==> src/design/waypoint_kinematics_estimator_macros.svh <==
// ----------------------------------------------------------------------------
// Waypoint kinematics estimator assertion macros
// Property wrappers used by the asserting RTL file.
// ----------------------------------------------------------------------------
`ifndef WAYPOINT_KINEMATICS_ESTIMATOR_MACROS_SVH
`define WAYPOINT_KINEMATICS_ESTIMATOR_MACROS_SVH

// Same-cycle implication
`define WKE_ASSERT_IMP(name, ante, cons, msg) \
	name: assert property (@(posedge clk) disable iff (!arst_n) (ante) |-> (cons)) \
		else $error(msg);

// Next-cycle implication
`define WKE_ASSERT_NXT(name, ante, cons, msg) \
	name: assert property (@(posedge clk) disable iff (!arst_n) (ante) |=> (cons)) \
		else $error(msg);

`endif

==> src/design/wke_pkg.sv <==
// ----------------------------------------------------------------------------
// Waypoint kinematics estimator package
// Shared constants, register indexes and the CORDIC angle table.
// ----------------------------------------------------------------------------
package wke_pkg;

	// pi/2 in Q16.16
	localparam logic [16:0] HALF_PI_Q16 = 17'd102944;

	// Register indexes of the configuration port
	typedef enum logic [3:0] {
		CFG_STEP_TIME   = 4'd0,
		CFG_WHEEL_BASE  = 4'd1,
		CFG_SPEED_LIMIT = 4'd2,
		CFG_STEER_LIMIT = 4'd3,
		CFG_ACCEL_UPPER = 4'd4,
		CFG_ACCEL_LOWER = 4'd5,
		CFG_SRATE_LIMIT = 4'd6,
		CFG_JERK_LIMIT  = 4'd7
	} cfg_idx_t;

	// atan(2^-i) in Q2.30
	function automatic logic [29:0] cordic_angle(input logic [4:0] i);
		logic [29:0] a;
		case (i)
			5'd0:    a = 30'd843314857;
			5'd1:    a = 30'd497837829;
			5'd2:    a = 30'd263043837;
			5'd3:    a = 30'd133525159;
			5'd4:    a = 30'd67021687;
			5'd5:    a = 30'd33543516;
			5'd6:    a = 30'd16775851;
			5'd7:    a = 30'd8388437;
			5'd8:    a = 30'd4194283;
			5'd9:    a = 30'd2097149;
			5'd10:   a = 30'd1048576;
			5'd11:   a = 30'd524288;
			default: a = 30'(30'd1 << (5'd30 - i));
		endcase
		return a;
	endfunction

endpackage

==> src/design/wke_cordic.sv <==
// ----------------------------------------------------------------------------
// Waypoint kinematics estimator CORDIC
// Vectoring-mode arctangent of y/x for nonnegative operands, one
// micro-rotation per cycle after a range reduction shift.
// ----------------------------------------------------------------------------
module wke_cordic (
	input  logic        clk,
	input  logic        arst_n,
	input  logic        start,
	input  logic [63:0] y_in,
	input  logic [61:0] x_in,
	output logic        done,
	output logic [16:0] angle
);
	import wke_pkg::*;

	typedef enum logic [1:0] {
		CS_IDLE,
		CS_NORM,
		CS_ROT,
		CS_FIN
	} cordic_state_t;

	cordic_state_t      state_q;
	logic               done_q;
	logic [4:0]         iter_q;
	logic [63:0]        yu_q;
	logic [61:0]        xu_q;
	logic signed [43:0] x_q;
	logic signed [43:0] y_q;
	logic signed [32:0] z_q;
	logic [16:0]        angle_q;

	logic signed [43:0] tx;
	logic signed [43:0] ty;
	logic signed [32:0] a_ext;
	logic signed [32:0] z_rnd;
	logic signed [18:0] r;

	assign tx    = x_q >>> iter_q;
	assign ty    = y_q >>> iter_q;
	assign a_ext = $signed({3'b000, cordic_angle(iter_q)});
	assign z_rnd = z_q + 33'sd8192;
	assign r     = 19'(z_rnd >>> 14);

	always_ff @(posedge clk or negedge arst_n) begin
		if (!arst_n) begin
			state_q <= CS_IDLE;
			done_q  <= 1'b0;
			iter_q  <= '0;
		end else begin
			done_q <= 1'b0;
			case (state_q)
				CS_IDLE: begin
					if (start) begin
						state_q <= CS_NORM;
					end
				end
				CS_NORM: begin
					iter_q <= '0;
					if ((yu_q[63:40] == '0) && (xu_q[61:40] == '0)) begin
						state_q <= CS_ROT;
					end
				end
				CS_ROT: begin
					if (iter_q == 5'd29) begin
						state_q <= CS_FIN;
					end else begin
						iter_q <= iter_q + 5'd1;
					end
				end
				CS_FIN: begin
					done_q  <= 1'b1;
					state_q <= CS_IDLE;
				end
				default: state_q <= CS_IDLE;
			endcase
		end
	end

	// Operand shift, rotation and angle accumulation
	always_ff @(posedge clk) begin
		if (start && (state_q == CS_IDLE)) begin
			yu_q <= y_in;
			xu_q <= x_in;
		end else if (state_q == CS_NORM) begin
			if ((yu_q[63:40] == '0) && (xu_q[61:40] == '0)) begin
				x_q <= $signed({4'b0000, xu_q[39:0]});
				y_q <= $signed({4'b0000, yu_q[39:0]});
				z_q <= '0;
			end else begin
				yu_q <= yu_q >> 1;
				xu_q <= xu_q >> 1;
			end
		end else if (state_q == CS_ROT) begin
			if (!y_q[43]) begin
				x_q <= x_q + ty;
				y_q <= y_q - tx;
				z_q <= z_q + a_ext;
			end else begin
				x_q <= x_q - ty;
				y_q <= y_q + tx;
				z_q <= z_q - a_ext;
			end
		end else if (state_q == CS_FIN) begin
			// Round to Q16.16 and limit to [0, pi/2]
			if (r < 0) begin
				angle_q <= '0;
			end else if (r > $signed({2'b00, HALF_PI_Q16})) begin
				angle_q <= HALF_PI_Q16;
			end else begin
				angle_q <= r[16:0];
			end
		end
	end

	assign done  = done_q;
	assign angle = angle_q;
endmodule

==> config.mk <==
export PLATFORM = sky130hd
export DESIGN_NAME = wke_cordic
export DESIGN_NICKNAME = d
export VERILOG_FILES = /design/src/design/waypoint_kinematics_estimator_macros.svh /design/src/design/wke_pkg.sv /design/src/design/wke_cordic.sv
export SDC_FILE = /design/constraint.sdc
export NUM_CORES = 1
export LEC_CHECK = 0
export ABC_AREA = 1
export BUFFER_PORTS_ARGS = -buffer_cell sky130_fd_sc_hd__buf_2
export CORE_AREA = 2 2 264 266
export CTS_BUF_LIST = sky130_fd_sc_hd__clkbuf_16
export CTS_CLUSTER_DIAMETER = 40
export DETAILED_ROUTE_END_ITERATION = 8
export DIE_AREA = 0 0 266 268
export SLEW_MARGIN = 20
export SYNTH_ARGS = -nofsm -noshare
export SYNTH_HDL_FRONTEND = slang
export SYNTH_SLANG_ARGS = --single-unit
export TNS_END_PERCENT = 50
==> constraint.sdc <==
create_clock -name clk -period 24 [get_ports clk]
set_clock_uncertainty 0.2 [all_clocks]
set_input_delay 2.4 -clock clk [delete_from_list [all_inputs] [get_ports clk]]
set_output_delay 2.4 -clock clk [all_outputs]
set_load 0.02 [all_outputs]
== Word-level counts from Yosys, hierarchy flattened ==
Cells that the tools add are included.

* Add/sub/neg operators: 9
* $mul: 0
* Divide/modulo/power cells: 0
* Magnitude comparators: 2
* Equal/unequal tests: 20
* Shift-type cells: 3
* Mux-type cells: 27
* Bitwise logic cells: 3
* Reduce and logical (&&, ||, !) cells: 14

{| class="wikitable"
|+ Operators by type and width
! kind !! number
|-
| 30-bit one-hot mux with 12 select lines || 1
|-
| 44-bit 2-to-1 mux || 8
|-
| 64-bit 2-to-1 mux || 3
|-
| 62-bit 2-to-1 mux || 3
|-
| 33-bit 2-to-1 mux || 4
|-
| 44-bit adder || 2
|-
| 44-bit by 5-bit >>> shifter with 44-bit output || 2
|-
| 44-bit subtractor || 2
|-
| 33-bit by 15-bit adder with 33-bit output (second input constant) || 1
|-
| 33-bit by 31-bit adder with 33-bit output || 1
|-
| 33-bit by 31-bit subtractor with 33-bit output || 1
|-
| 1-bit by 5-bit << shifter with 30-bit output (first input constant) || 1
|-
| 24-bit logical NOT || 1
|-
| 22-bit logical NOT || 1
|-
| 5-bit by 3-bit == test with 1-bit output (second input constant) || 4
|-
| 5-bit by 4-bit == test with 1-bit output (second input constant) || 4
|-
| 19-bit by 18-bit > comparator with 1-bit output (second input constant) || 1
|-
| 19-bit by 1-bit < comparator with 1-bit output (second input constant) || 1
|-
| 17-bit 2-to-1 mux || 1
|-
| 5-bit by 2-bit == test with 1-bit output (second input constant) || 2
|-
| 5-bit one-hot mux with 2 select lines || 1
|-
| 2-bit != test (second input constant) || 4
|-
| 2-bit one-hot mux with 4 select lines || 1
|-
| 2-bit 2-to-1 mux || 3
|-
| 18 further kinds || 25
|}

* Register bits: 272
* Bits in latches: 0
* RAM bits: 0
* Memory bits (read-only): 0
* Input bits: 129
* Output and inout port bits: 18
* Logic and storage cells: 88
* Memories: 0

== Longest topological paths before layout ==
* Depth in word-level cells: 7
* Gate-level depth with buffers: 37
* Depth with buffers taken out: 34

== Least setup slack after synthesis ==
OpenSTA, ideal clock, no wires.

* Path kind: register to register
* From: reg state_q[1]
* To: reg x_q[0], enable pin
* Setup time: 0.785 ns
* Arrival: 9.713 ns
* Data required time: 23.015 ns
* Slack: 13.301 ns
* Cell stages (with the launch flop): 6
* Buffers on the path: 2
* Clock period less this slack: 10.699 ns
* Cells stage by stage: dfrtp_1 inv_1 ha_1 clkbuf_1 clkbuf_1 a21boi_0

* Word-level cells in the longest chain between the ends: 4
* Elaborated cells between the ends (all ways): 8
* Those cells by class: 3 x eq/ne; 1 x bitwise; 4 x reduce/logical

{| class="wikitable"
|+ RTL lines
! item !! RTL line !! source
|-
| start: declaration || wke_cordic.sv:24 || <nowiki>cordic_state_t state_q;</nowiki>
|-
| start signal: assignment || wke_cordic.sv:48 || <nowiki>state_q <= CS_IDLE;</nowiki>
|-
| start signal: assignment || wke_cordic.sv:56 || <nowiki>state_q <= CS_NORM;</nowiki>
|-
| start signal: assignment || wke_cordic.sv:62 || <nowiki>state_q <= CS_ROT;</nowiki>
|-
| parallel branches: the longest is 3 deep, another holds 2-bit by 1-bit == test with 1-bit output || - ||
|-
| 3-bit AND reduction (no source line) (*) || - ||
|-
| end signal: assignment || wke_cordic.sv:88 || <nowiki>x_q <= $signed({4'b0000, xu_q[39:0]});</nowiki>
|-
| end signal: assignment || wke_cordic.sv:97 || <nowiki>x_q <= x_q + ty;</nowiki>
|-
| end signal: assignment || wke_cordic.sv:101 || <nowiki>x_q <= x_q - ty;</nowiki>
|-
| end: declaration || wke_cordic.sv:29 || <nowiki>logic signed [43:0] x_q;</nowiki>
|}

Every way passes the cells marked *.
A chain may end at the register's enable or synchronous reset.

== Final worst setup path ==
* From: reg iter_q[1]
* To: reg x_q[31], data pin

* Word-level cells in the longest chain between the ends: 5
* Elaborated cells between the ends (all ways): 6
* Those cells by class: 2 x add/sub; 1 x shift; 3 x mux

{| class="wikitable"
|+ RTL lines
! item !! RTL line !! source
|-
| start: declaration || wke_cordic.sv:26 || <nowiki>logic [4:0] iter_q;</nowiki>
|-
| start signal: assignment || wke_cordic.sv:69 || <nowiki>iter_q <= iter_q + 5'd1;</nowiki>
|-
| 44-bit by 5-bit >>> shifter with 44-bit output (*) || wke_cordic.sv:41 || <nowiki>assign ty = y_q >>> iter_q;</nowiki>
|-
| 44-bit adder or 44-bit subtractor (tied branches) || wke_cordic.sv:97, wke_cordic.sv:101 ||
|-
| 44-bit 2-to-1 mux (*) || wke_cordic.sv:96 || <nowiki>if (!y_q[43]) begin</nowiki>
|-
| 44-bit 2-to-1 mux (*) || wke_cordic.sv:95 || <nowiki>end else if (state_q == CS_ROT) begin</nowiki>
|-
| 44-bit 2-to-1 mux (*) || wke_cordic.sv:86 || <nowiki>end else if (state_q == CS_NORM) begin</nowiki>
|}

Mark *: on every way between the ends. The rest lies on a longest branch, timed or not. The select of a mux whose other input is x is not followed.

==> results.md <==
- Worst path arrival time: around 7 ns
- Largest net degree at the start of global routing: just over 90
- Fmax: ~0.15 GHz
- Final wirelength: between 90 and 100 mm
- Slowest Stage Delay on Critical Path: 0.90 ns
- Clock latency on the worst-skew pair: 0.63 ns
- CTS tree: yes
- Number of CTS-inserted buffers: 58
- Critical Path Start Type: register
- Slew @ Worst Pin: approximately 1.1 ns
- Die Wd: roughly 270 µm
- Vias per cell: roughly 5.6
- CP top delay family: compound AO/OA/AOI/OAI gates
- Core box area: roughly 68,000 µm²
- Commonest cells post-synth: nand2_1 (1,138), nand3_1 (643), nor2_1 (434), inv_1 (390), a21oi_1 (274)
- Max transition margin: 24.8%
- Final hold vios: 0
- Crit path max-delay cell type: o21ai_0
- Ys Warns: 0
- Post-synth top flop: edfxtp_1
- Synth area leader: edfxtp_1
- Worst-path maximum fanout: 68
- Die Area: approximately 71,000 µm²
- TritonCTS sink count: around 270
- Routed len/inst: 18.8 µm
- GRT overflow: 0
- Count leader, synth: nand2_1
- N_diodes: 0
- Final GP Congestion: approximately 0.98
- Final setup fails: 0
- Post-Route Setup TNS: 0 ns
- Slew Viols, Final: 0
- # rows: 96
- Post-synth ARST share: 2.94%
- Number of synthesized flops with an enable pin: 264
- Synth Cell Area: approximately 29,000 µm²
- Critical path class: register to register
- Sequential share of the synthesized area: approximately 29%
- Synth top area share: between 20% and 30%
- Hold Crit Class: register to register
- Crit share post-route: about 28%
- Critical path, cell by cell: inv_2 -> buf_4 -> nand3_1 -> nand3_1 -> nand3_1 -> nand3_1 -> nand2_1 -> inv_1 -> ha_1 -> nor2_1 -> xor2_1 -> ha_1 -> nand2_1 -> o21ai_0 -> a21o_1 -> a31oi_1 -> o21ai_0 -> a21oi_1 -> xor2_1 -> o21ai_0
- Synth Register Bits: between 200 and 300
- Req. time, crit path: approximately 24 ns
- GRT Util Overall: 27.6%
- First-pass GRT wire length: approximately 160 mm
- Post-CTS setup buffer count: 0
- DRT Pass-1 Iters: 6
- DR iter-0 viols: around 3,100
- CP most frequent cell: nand3_1
- Hold_buf cts: 0
- Detailed-route DRC error count: 0
- Vias in the first global route: around 27,000
- Layout cell share with drive strength beyond 1: ~11%
- Layout net count: around 4,600
- Initial antenna violation count: 0
- Most area-consuming cells after synthesis: edfxtp_1 (28%), nand2_1 (15%), nand3_1 (11%)
- Post-DP HPWL: slightly below 80 mm
- Crit path buffers/inverters: 3
- Initial Util: 41.8%
- Cts repair resizes: 0
- Cells after Synth: between 4,000 and 5,000
- Setup crit end kind: register
- Synthesized net count: roughly 4,600
- Area Overhead vs Synth: 12.0%
- Total number of vias: 29,600
- CTS root buffer: clkbuf_16
- Buffers added on ports: roughly 150
- Htree depth: 2
- CTS Buffer Depth: 3
- IO Pins: around 150
- Post-synthesis cell type count: 57
- Final ANT Viol Nets: 0
- Die height: 268 µm
- Synthesized area per cell: 6.62 µm²
- Status: completed
- Post-layout min period: between 6 and 7 ns
- Maxcap violations: 0
- Reg clk slew, reported paths: 0.05 ns
- RSZ-0062 raised after global routing: false
==> path summary, 6_finish.rpt <==
kind / end / from / cells after the start / slack [ns]
worst max-delay path: x_q[31]$_DFFE_PP_ / iter_q[1]$_DFFE_PN0P_ / 20 / 17.29
max in group asynchronous: iter_q[0]$_DFFE_PN0P_ / arst_n / 1 / 21.89
worst min register to register: x_q[0]$_DFFE_PP_ / xu_q[0]$_DFFE_PP_ / 2 / 0.33
worst max register to register: x_q[31]$_DFFE_PP_ / iter_q[1]$_DFFE_PN0P_ / 20 / 17.29
min in group asynchronous: done$_DFF_PN0_ / arst_n / 1 / 1.48
worst min-delay path: x_q[0]$_DFFE_PP_ / xu_q[0]$_DFFE_PP_ / 2 / 0.33
==> layout make-up <==
type | count | area (µm²)
Fill cell | 7150 | 36300
Timing Repair Buffer | 166 | 881
Clock buffer | 59 | 1480
Inverter | 407 | 1540
Sequential cell | 272 | 8130
Multi-Input combinational cell | 3465 | 18100
Clock inverter | 49 | 698
Tap cell | 882 | 1100
==> through the flow <==
| stage | hold WS, ns | std cells | area [µm²] | worst slack [ns] | util (%) |
|---|---|---|---|---|---|
| floorplan | 0.294 | 4304 | 28500 | 13.30 | - |
| global placement | 0.310 | 5192 | 29700 | 17.55 | 43.6 |
| detailed placement | 0.320 | 5192 | 29700 | 17.48 | 43.6 |
| CTS | 0.335 | 5300 | 31900 | 17.50 | 46.8 |
| global route | 0.363 | 5300 | 31900 | 16.64 | 46.8 |
| finish | 0.332 | 5300 | 31900 | 17.29 | 46.8 |
==> kinds of logic (layout without fill, tap and decap cells) <==
group,Yosys count,in the layout,share of synthesized area (%)
and+or+nand+nor,2461,2461,37.7
xor gates and xnor gates,122,122,3.81
DFF,272,272,28.5
buffers and inverters,567,681,8.18
muxes,71,71,2.80
adders and majority gates,135,135,6.00
AOI/OAI and AO/OA,676,676,13.0
==> tightest hold or removal path, delay by kind of cell (launching register included) <==
| kind | cells | cell delay [ns] |
|---|---|---|
| flip-flops | 1 | 0.31 |
| AND/OR/NAND/NOR | 1 | 0.05 |
| AO/OA/AOI/OAI | 1 | 0.06 |
==> routing by layer <==
metal	routed length, µm	up-vias	GRT usage (%)
met5	0	-	0
met3	6800	162	3.23
met1	45800	13600	39.4
met2	43500	1110	43.2
li1	-	14800	-
met4	3640	0	9.34
==> sequential cells by signal, summed over array words and instances (netlist names) <==
register,flops
angle,17
done,1
iter_q,5
state_q,2
x_q,44
xu_q,62
y_q,44
yu_q,64
z_q,33
==> cell usage in the layout (no fill, tap or decap), drive strengths merged, types with 31 or more instances in the layout <==
master	count
buf	166
o21ai	271
edfxtp	264
xnor2	46
xor2	76
ha	132
mux2	71
a31oi	40
nor3	31
nand4	58
nor2	472
nand2	1150
clkbuf	59
a21oi	274
or2	53
nand3	648
inv	415
Power is not shown: default switching activity piles up to over one toggle a cycle in this logic, so the estimate is an artifact.
