**config.mk**
```make
export PLATFORM = sky130hd
export DESIGN_NAME = wke_div
export DESIGN_NICKNAME = d
export VERILOG_FILES = /design/src/design/waypoint_kinematics_estimator_macros.svh /design/src/design/wke_pkg.sv /design/src/design/wke_div.sv
export SDC_FILE = /design/constraint.sdc
export NUM_CORES = 1
export LEC_CHECK = 0
export BUFFER_PORTS_ARGS = -buffer_cell sky130_fd_sc_hd__buf_2
export CORE_ASPECT_RATIO = 0.75
export CORE_UTILIZATION = 54
export CTS_BUF_LIST = sky130_fd_sc_hd__clkbuf_4 sky130_fd_sc_hd__clkbuf_8
export DETAILED_ROUTE_END_ITERATION = 10
export PLACE_DENSITY = 0.88
export SLEW_MARGIN = 40
export SYNTH_ARGS = -nofsm -noshare
export SYNTH_HDL_FRONTEND = slang
export SYNTH_SLANG_ARGS = --single-unit
```
**constraint.sdc**
```tcl
create_clock -name clk -period 5.7 [get_ports clk]
set_clock_uncertainty 0.15 [all_clocks]
set_input_delay 0.855 -clock clk [delete_from_list [all_inputs] [get_ports clk]]
set_output_delay 0.855 -clock clk [all_outputs]
set_load 0.05 [all_outputs]
```
**src/design/waypoint_kinematics_estimator_macros.svh**
```systemverilog
// ----------------------------------------------------------------------------
// Waypoint kinematics estimator assertion macros
// Property wrappers used by the asserting RTL file.
// ----------------------------------------------------------------------------
`ifndef WAYPOINT_KINEMATICS_ESTIMATOR_MACROS_SVH
`define WAYPOINT_KINEMATICS_ESTIMATOR_MACROS_SVH

// Same-cycle implication
`define WKE_ASSERT_IMP(name, ante, cons, msg) \
	name: assert property (@(posedge clk) disable iff (!arst_n) (ante) |-> (cons)) \
		else $error(msg);

// Next-cycle implication
`define WKE_ASSERT_NXT(name, ante, cons, msg) \
	name: assert property (@(posedge clk) disable iff (!arst_n) (ante) |=> (cons)) \
		else $error(msg);

`endif

```
**src/design/wke_pkg.sv**
```systemverilog
// ----------------------------------------------------------------------------
// Waypoint kinematics estimator package
// Shared constants, register indexes and the CORDIC angle table.
// ----------------------------------------------------------------------------
package wke_pkg;

	// pi/2 in Q16.16
	localparam logic [16:0] HALF_PI_Q16 = 17'd102944;

	// Register indexes of the configuration port
	typedef enum logic [3:0] {
		CFG_STEP_TIME   = 4'd0,
		CFG_WHEEL_BASE  = 4'd1,
		CFG_SPEED_LIMIT = 4'd2,
		CFG_STEER_LIMIT = 4'd3,
		CFG_ACCEL_UPPER = 4'd4,
		CFG_ACCEL_LOWER = 4'd5,
		CFG_SRATE_LIMIT = 4'd6,
		CFG_JERK_LIMIT  = 4'd7
	} cfg_idx_t;

	// atan(2^-i) in Q2.30
	function automatic logic [29:0] cordic_angle(input logic [4:0] i);
		logic [29:0] a;
		case (i)
			5'd0:    a = 30'd843314857;
			5'd1:    a = 30'd497837829;
			5'd2:    a = 30'd263043837;
			5'd3:    a = 30'd133525159;
			5'd4:    a = 30'd67021687;
			5'd5:    a = 30'd33543516;
			5'd6:    a = 30'd16775851;
			5'd7:    a = 30'd8388437;
			5'd8:    a = 30'd4194283;
			5'd9:    a = 30'd2097149;
			5'd10:   a = 30'd1048576;
			5'd11:   a = 30'd524288;
			default: a = 30'(30'd1 << (5'd30 - i));
		endcase
		return a;
	endfunction

endpackage

```
**src/design/wke_div.sv**
```systemverilog
// ----------------------------------------------------------------------------
// Waypoint kinematics estimator divider
// Restoring unsigned divider, one quotient bit per cycle.
// ----------------------------------------------------------------------------
module wke_div (
	input  logic        clk,
	input  logic        arst_n,
	input  logic        start,
	input  logic [48:0] dividend,
	input  logic [30:0] divisor,
	output logic        done,
	output logic [48:0] quotient
);
	import wke_pkg::*;

	logic        busy_q;
	logic        done_q;
	logic [5:0]  cnt_q;
	logic [30:0] rem_q;
	logic [48:0] quo_q;
	logic [31:0] trial;
	logic        fits;

	// Bring down the next dividend bit and try the subtract
	assign trial = {rem_q, quo_q[48]};
	assign fits  = (trial >= {1'b0, divisor});

	always_ff @(posedge clk or negedge arst_n) begin
		if (!arst_n) begin
			busy_q <= 1'b0;
			done_q <= 1'b0;
			cnt_q  <= '0;
		end else begin
			done_q <= 1'b0;
			if (start) begin
				busy_q <= 1'b1;
				cnt_q  <= 6'd48;
			end else if (busy_q) begin
				if (cnt_q == '0) begin
					busy_q <= 1'b0;
					done_q <= 1'b1;
				end else begin
					cnt_q <= cnt_q - 6'd1;
				end
			end
		end
	end

	// Remainder and quotient shift register
	always_ff @(posedge clk) begin
		if (start) begin
			rem_q <= '0;
			quo_q <= dividend;
		end else if (busy_q) begin
			rem_q <= fits ? 31'(trial - {1'b0, divisor}) : trial[30:0];
			quo_q <= {quo_q[47:0], fits};
		end
	end

	assign done     = done_q;
	assign quotient = quo_q;
endmodule

```
# Word level (Yosys, flattened, before mapping)

Index checks and enable logic that the tools add are counted.
Widths: inputs -> output; s select.

Output and inout bits: 50
Word-level logic and storage cells: 24
Bits of input ports: 83
Register bits after elaboration: 88

Add/sub/neg operators: 2
Eq/ne operators: 1
Multiplexer cells: 12
Order comparisons: 1
Reduce and logical (&&, ||, !) cells: 3

Operator list:

| cell                | number |
|---|---|
| $mux 49             | 2 |
| $ge 32x31->1        | 1 |
| $mux 31             | 1 |
| $sub 31x31->31      | 1 |
| $mux 6              | 3 |
| $logic_not 6->1     | 1 |
| $mux 1              | 6 |
| $sub 6x1->6 const B | 1 |
| $ne 2x2->1 const B  | 1 |
| $reduce_and 2->1    | 1 |
| $reduce_bool 2->1   | 1 |

# Depth between registers and ports, before layout

Gate-level depths: netlist of the first run.

Depth after elaboration: 4
Gate-level depth with buffers: 13
Depth with buffers taken out: 12

# Least setup slack after synthesis of the first run

Ideal clock, no wire load.

Path type: input to register
Start: input divisor[0]
End: register rem_q[30]
Path slack: 2.490 ns
Arrival: 2.989 ns
Library setup time: 0.070 ns
Stages on the path: 12
Cells stage by stage: ha_1 -> fa_1 -> nor2b_1 -> o31a_1 -> o21ai_1 -> a211oi_2 -> nor3b_1 -> o21ai_2 -> buf_4 -> nand3_1 -> mux2_2 -> a21oi_1

Longest elaborated chain between the ends: 2
Elaborated cells between the ends (all ways): 3
Classes of those cells: add/sub: 1; order compare: 1; mux: 1

RTL lines:

| item                                           | RTL line                     | text |
|---|---|---|
| start: declaration                             | wke_div.sv:10                | `input logic [30:0] divisor,` |
| $sub 31x31->31 or $ge 32x31->1 (tied branches) | wke_div.sv:55, wke_div.sv:26 |  |
| $mux 31 *                                      | wke_div.sv:55                | `rem_q <= fits ? 31'(trial - {1'b0, divisor}) : trial[30:0];` |
| end signal: assignment                         | wke_div.sv:55                |  |
| end: declaration                               | wke_div.sv:19                | `logic [30:0] rem_q;` |

Every way passes the cells marked *; elsewhere a longest branch is shown, timed or not.
A chain may end at the register's enable or synchronous reset.

# Worst setup path in the final report of the first run

Start: input divisor[0]
End: register rem_q[9]

Same word-level chain as after synthesis.

==> qor.txt, run 1 <==
I/O Buffers = 132
Yosys top cell by area = edfxtp_1
number of max-cap violations = 0
Ys Warns = 0
CTS max path bufs = 2
Async SR Flop Fraction = 0.09091
Synth Instances = 568
RSZ-0062 raised after global routing = false
drt wl/cell = 16.01 um
final layout net count = 804
path type of the worst setup path = in2reg
# placed instances = 808
initial antenna violation count = 0
first-pass GRT wire length = 21.33 mm
die width = 119.7 um
synthesis-to-finish area growth = 17.00%
die area = 0.01080 mm^2
clock network power share = 0.276
diode count = 0
Peak Freq = 263.6 MHz
Core Region = 0.009852 mm^2
NetSw = 0.5198 mW
Root Buffer = clkbuf_8
grt total ovfl = 0
CP Capture Type = register
GRT Util Overall = 0.2475
worst-margin pin slew = 0.7698 ns
Period minus WS final = 3.794 ns
Final Cycle Share = 0.6656
sequential-to-total area share from yosys stat = 0.4087
pin count of the biggest net entering global routing = 83
clock buffer count from CTS = 9
slowest stage delay, CP = 0.62 ns
family with the most delay on the worst path = compound AO/OA/AOI/OAI gates
TNS Setup = 0 ns
Synth Flop Type = edfxtp_1
number of setup buffers added after CTS = 0
IO Count = 133
DRT Wirelength = 13.19 mm
reg2reg end = rem_q[9]
Worst Reg-to-Reg Cells = 12
Die Span Y = 90.26 um
vias per cell = 5.694
PwrDens = 246.9 mW/mm^2
Final ANT Viol Nets = 0
Hold Fails Final Rpt = 0
syn avg cell area = 9.873 um^2
max-slew violations = 0
gp weighted congestion = 0.9112
length of the first detailed-routing pass in iterations = 4
IR drop worst, VDD = 0.0001405 V
layout cell share with drive strength beyond 1 = 0.3107
Gate power share = 0.253
share of the synthesized area in the top cell type = 0.2624
Worst EP required = 5.76 ns
Distinct cells, synth = 58
Internal Power = 1.100 mW
Static Leakage = 2.947 nW
Sw Share = 0.3209
Buf/Inv on CP = 2
vias = 4,692
sequential power share = 0.471
count leader, synth = mux2_2
Worst Setup Start Kind = primary input
crit path cell chain = buf_2, ha_1, fa_1, nor2b_1, o31a_1, o21ai_1, a211oi_2, nor3b_1, o21ai_4, buf_4, mux2i_1, a211oi_1
critical path data arrival time = 3.85 ns
Layout fillers = 800
number of synthesized flops with an enable pin = 49
Min-Delay Path Class = in2async
Mapped Area = 0.005608 mm^2
Setup Viol. Count Final = 0
fin cells = 824
Synth Register Bits = 88
# hold bufs at CTS = 0
number of DRC markers in iteration 0 = 372
Reg clk slew, reported paths = 0.08 ns
clock latency on the worst-skew pair = 0.36 ns
top cells by count, synth = mux2_2, edfxtp_1, nor2_1, inv_1, ha_1
DPL Wire Length = 9.601 mm
CTS tree = yes
row count = 31
R2R Setup Slk = 2.04 ns
Initial Util = 0.5692
CTS sink count = 88
drc violations = 0
synthesized net count = 685
H-tree depth = 3
Synth area leaders = edfxtp_1, dfxtp_1, mux2_2, ha_1, dfrtp_1
post-CTS sizing = 0
number of global-route vias before repair = 4,379
CP max stage cell = o21ai_4
status = completed
max_slew headroom = 0.4849
Crit Reg-Reg Startpoint = quotient[48]
worst-path fanout max = 25
==> final cells by class <==
| cell class | instances | area [um^2] | area share |
|---|---|---|---|
| Tap cell | 132 | 165.2 | 0.02517 |
| Multi-Input combinational cell | 412 | 3057 | 0.4659 |
| Timing Repair Buffer | 135 | 686.9 | 0.1047 |
| Clock buffer | 13 | 160.2 | 0.02441 |
| Inverter | 41 | 156.4 | 0.02384 |
| Clock inverter | 3 | 43.79 | 0.006674 |
| Sequential cell | 88 | 2292 | 0.3494 |
==> worst max path at each step <==
stage,start,to,slack (ns),depth (start not counted)
floorplan,divisor[0],rem_q[30],2.49,12
global placement,divisor[0],rem_q[10],1.71,12
detailed placement,divisor[0],rem_q[20],1.60,12
CTS,divisor[0],rem_q[9],1.98,12
global route,divisor[0],rem_q[9],1.72,12
finish,divisor[0],rem_q[9],1.91,12
==> registers in the layout (all words and copies together), names as in the netlist <==
| register | cells |
|---|---|
| quotient | 49 |
| rem_q | 31 |
| cnt_q | 6 |
| busy_q | 1 |
| done | 1 |
==> through the flow <==
step	cell area [um^2]	power [mW]	utilization	hold slack (ns)	worst slack, ns
5_1_grt	6561	1.691	0.6660	0.1621	1.718
4_1_cts	6561	1.631	0.6660	0.1645	1.976
3_3_place_gp	6349	1.169	0.6444	0.3308	1.705
6_report	6561	1.620	0.6660	0.1773	1.906
3_5_place_dp	6357	1.182	0.6453	0.3298	1.599
2_1_floorplan	5608	1.075	-	0.3016	2.490
==> cell families (layout without fill, tap and decap cells) <==
kind of cell / count (synthesis) / count (layout) / share of synthesized area
compound gates: 147 / 147 / 0.1740
xor+xnor: 27 / 27 / 0.04217
fa+ha+maj: 34 / 34 / 0.07720
buf+inv: 68 / 192 / 0.04797
flops: 88 / 88 / 0.4087
mux: 67 / 67 / 0.1316
simple gates: 137 / 137 / 0.1183
==> power groups by stage <==
stage | combinational (mW) | sequential [mW] | clock [mW]
final | 0.409 | 0.763 | 0.448
after CTS | 0.409 | 0.763 | 0.459
after detailed placement | 0.406 | 0.776 | 0
after global routing | 0.435 | 0.771 | 0.484
after floorplan | 0.162 | 0.913 | 0
after global placement | 0.397 | 0.772 | 0
==> layout by cell type (no fill, tap or decap), drive strengths merged, types with 3 or more instances in the layout <==
cell / n
xor2: 10
dfxtp: 31
nor3b: 3
o21a: 11
or3: 3
nand2b: 6
xnor2: 17
inv: 41
nand3: 9
a31oi: 4
nor3: 10
edfxtp: 49
nand3b: 3
a21oi: 34
nand2: 32
nand4: 6
dfrtp: 8
ha: 33
mux2: 51
a22oi: 4
buf: 135
nor4: 5
a21o: 16
o21ai: 34
nor2: 44
a211oi: 23
nor2b: 6
mux2i: 16
o21bai: 5
clkbuf: 13
==> per-layer routing <==
| metal | GRT usage | wire, um | up-vias |
|---|---|---|---|
| met4 | 0.06563 | 187 | 0 |
| met2 | 0.3849 | 6038 | 174 |
| met5 | 0 | 0 | - |
| li1 | - | - | 2312 |
| met1 | 0.3509 | 6162 | 2191 |
| met3 | 0.05051 | 800 | 15 |
No activity file was read; power rests on OpenSTA's default activity.
==> run 2, diff against run 1 <==
--- a/config.mk
+++ b/config.mk
@@ -7,10 +7,10 @@
 export LEC_CHECK = 0
 export BUFFER_PORTS_ARGS = -buffer_cell sky130_fd_sc_hd__buf_2
 export CORE_ASPECT_RATIO = 0.75
-export CORE_UTILIZATION = 54
+export CORE_UTILIZATION = 51
 export CTS_BUF_LIST = sky130_fd_sc_hd__clkbuf_4 sky130_fd_sc_hd__clkbuf_8
 export DETAILED_ROUTE_END_ITERATION = 10
-export PLACE_DENSITY = 0.88
+export PLACE_DENSITY = 0.87
 export SLEW_MARGIN = 40
 export SYNTH_ARGS = -nofsm -noshare
 export SYNTH_HDL_FRONTEND = slang
==> constraint.sdc (replaced) <==
create_clock -name clk -period 3 [get_ports clk]
set_clock_uncertainty 0.15 [all_clocks]
set_input_delay 0.45 -clock clk [delete_from_list [all_inputs] [get_ports clk]]
set_output_delay 0.45 -clock clk [all_outputs]
set_load 0.05 [all_outputs]
==> qor.txt, run 2 (same netlist as run 1, synthesis figures left out) <==
status = finished with violations
failing checks = negative setup slack
sequential power share = 0.451
critical path data arrival time = 3.21 ns
first-pass GRT wire length = 23.38 mm
Layout fillers = 828
Period minus WS final = 3.057 ns
Root Buffer = clkbuf_8
CTS tree = yes
CTS sink count = 88
Final ANT Viol Nets = 0
diode count = 0
pin count of the biggest net entering global routing = 75
GRT Util Overall = 0.2632
Largest register FFs = 49
I/O Buffers = 132
CP Capture Type = register
reg2reg end = rem_q[30]
die width = 123.1 um
Setup Viol. Count Final = 1
vias per cell = 5.695
Internal Power = 2.161 mW
layout cell share with drive strength beyond 1 = 0.3583
die area = 0.01142 mm^2
vias = 4,955
utilization after layout = 0.6671
number of global-route vias before repair = 4,893
hold_sp = dividend[3]
Endpoint, Worst Hold = quotient[3]
final layout net count = 846
row count = 32
final worst setup slack = -0.05683 ns
PwrDens = 459.5 mW/mm^2
fin cells = 870
clock network power share = 0.289
most frequent cells in the layout = buf_2, mux2_2, edfxtp_1
number of max-cap violations = 0
Core Region = 0.01049 mm^2
gp weighted congestion = 0.9285
drc violations = 0
Initial Util = 0.5346
Hold Fails Final Rpt = 0
Crit Reg-Reg Startpoint = quotient[48]
drt wl/cell = 17.01 um
H-tree depth = 3
IO Count = 133
Worst Reg-to-Reg Cells = 14
max_slew headroom = 0.5679
number of DRC markers in iteration 0 = 344
synthesis-to-finish area growth = 24.79%
Die Span Y = 92.81 um
R2R Setup Slk = -0.06 ns
# placed instances = 846
path type of the worst setup path = reg2reg
Peak Freq = 327.1 MHz
clock buffer count from CTS = 9
Min-Delay Path Class = in2reg
DPL Wire Length = 10.86 mm
NetSw = 1.055 mW
worst-path fanout max = 8
hold path depth = 2
Sw Share = 0.3280
Gate power share = 0.260
grt total ovfl = 0
Reg clk slew, reported paths = 0.10 ns
RSZ-0062 raised after global routing = true
Final Cycle Share = 1.019
length of the first detailed-routing pass in iterations = 5
max-slew violations = 0
worst-margin pin slew = 0.6481 ns
clock latency on the worst-skew pair = 0.36 ns
Worst EP required = 3.16 ns
initial antenna violation count = 0
most common cell after layout, fill and taps aside = buf_2
IR drop worst, VDD = 0.0004468 V
Worst Setup Start Kind = register
CTS max path bufs = 2
DRT Wirelength = 14.80 mm
Static Leakage = 3.173 nW
-- run 2: changes by cell type in the layout (fill, tap and decap cells not counted), sizes merged --
cell,change
clkbuf,-3
inv,+2
buf,+40
clkinvlp,+2
clkinv,-1
dlygate4sd3,+1
bufinv,+1
-- run 2: how the worst max path moves through the flow --
stage | start | depth (start not counted) | endpoint | slack, ns
after floorplan | quotient[48] | 13 | rem_q[30] | 0.003
after global placement | divisor[2] | 11 | quotient[0] | -0.02
after detailed placement | divisor[2] | 11 | quotient[0] | -0.14
after CTS | quotient[48] | 12 | rem_q[12] | 0.02
after global routing | quotient[48] | 14 | rem_q[30] | -0.19
final | quotient[48] | 14 | rem_q[30] | -0.06
-- run 2: critical path, stage by stage, from the launching register on --
cell and delay [ns]:
edfxtp_1 0.42, inv_2 0.07, ha_4 0.17, fa_2 0.40
nor2b_2 0.13, o31a_1 0.18, o21ai_2 0.08, a211oi_2 0.32
nor3b_2 0.10, o21ai_4 0.23, buf_12 0.16, buf_6 0.10
nand3_1 0.08, mux2_4 0.30, a21oi_2 0.11
-- run 2: per-stage QoR --
stage          total power [mW]  setup TNS (ns)  hold WS [ns]  setup WS [ns]  instance area, um^2
5_1_grt                   3.338          -2.036        0.2238        -0.1883                 6998
4_1_cts                   3.215               0        0.2235        0.02469                 6884
2_1_floorplan             2.043               0      0.004409       0.002870                 5617
3_3_place_gp              2.255        -0.02004        0.1474       -0.02004                 6651
6_report                  3.216        -0.05683        0.2348       -0.05683                 6998
3_5_place_dp              2.293          -2.447        0.1559        -0.1392                 6651
-- run 2: per-layer routing --
layer,routed length [um],share of wire,vias up,global-route usage
met2,7336,0.50,197,0.4401
met5,0,0,-,0
met1,6139,0.41,2318,0.3335
met3,914,0.062,43,0.05665
li1,-,-,2397,-
met4,412,0.028,0,0.09639
-- run 2: final cells by class --
cell class	count	area [um^2]	area share
multi-input combinational	412	3092	0.4418
sequential	88	2292	0.3276
timing repair buffer	177	1072	0.1532
tap	136	170.2	0.02432
inverter	41	153.9	0.02199
clock buffer	9	123.9	0.01770
clock inverter	7	93.84	0.01341
-- run 2: power groups by stage --
stage	registers [mW]	logic [mW]	clock network, mW
floorplan	1.73	0.309	0
global placement	1.46	0.790	0
detailed placement	1.48	0.818	0
CTS	1.45	0.824	0.941
global route	1.46	0.887	0.987
finish	1.45	0.837	0.929
-- run 2: what timing repair did --
action                                 CTS  global route
endpoints found under the hold margin    8             0
setup endpoints to repair               12            32
setup buffers                            0             6
gates resized for setup                  2            18
pin swaps                                1            12
gates cloned                             0             1
hold buffers                             1             0
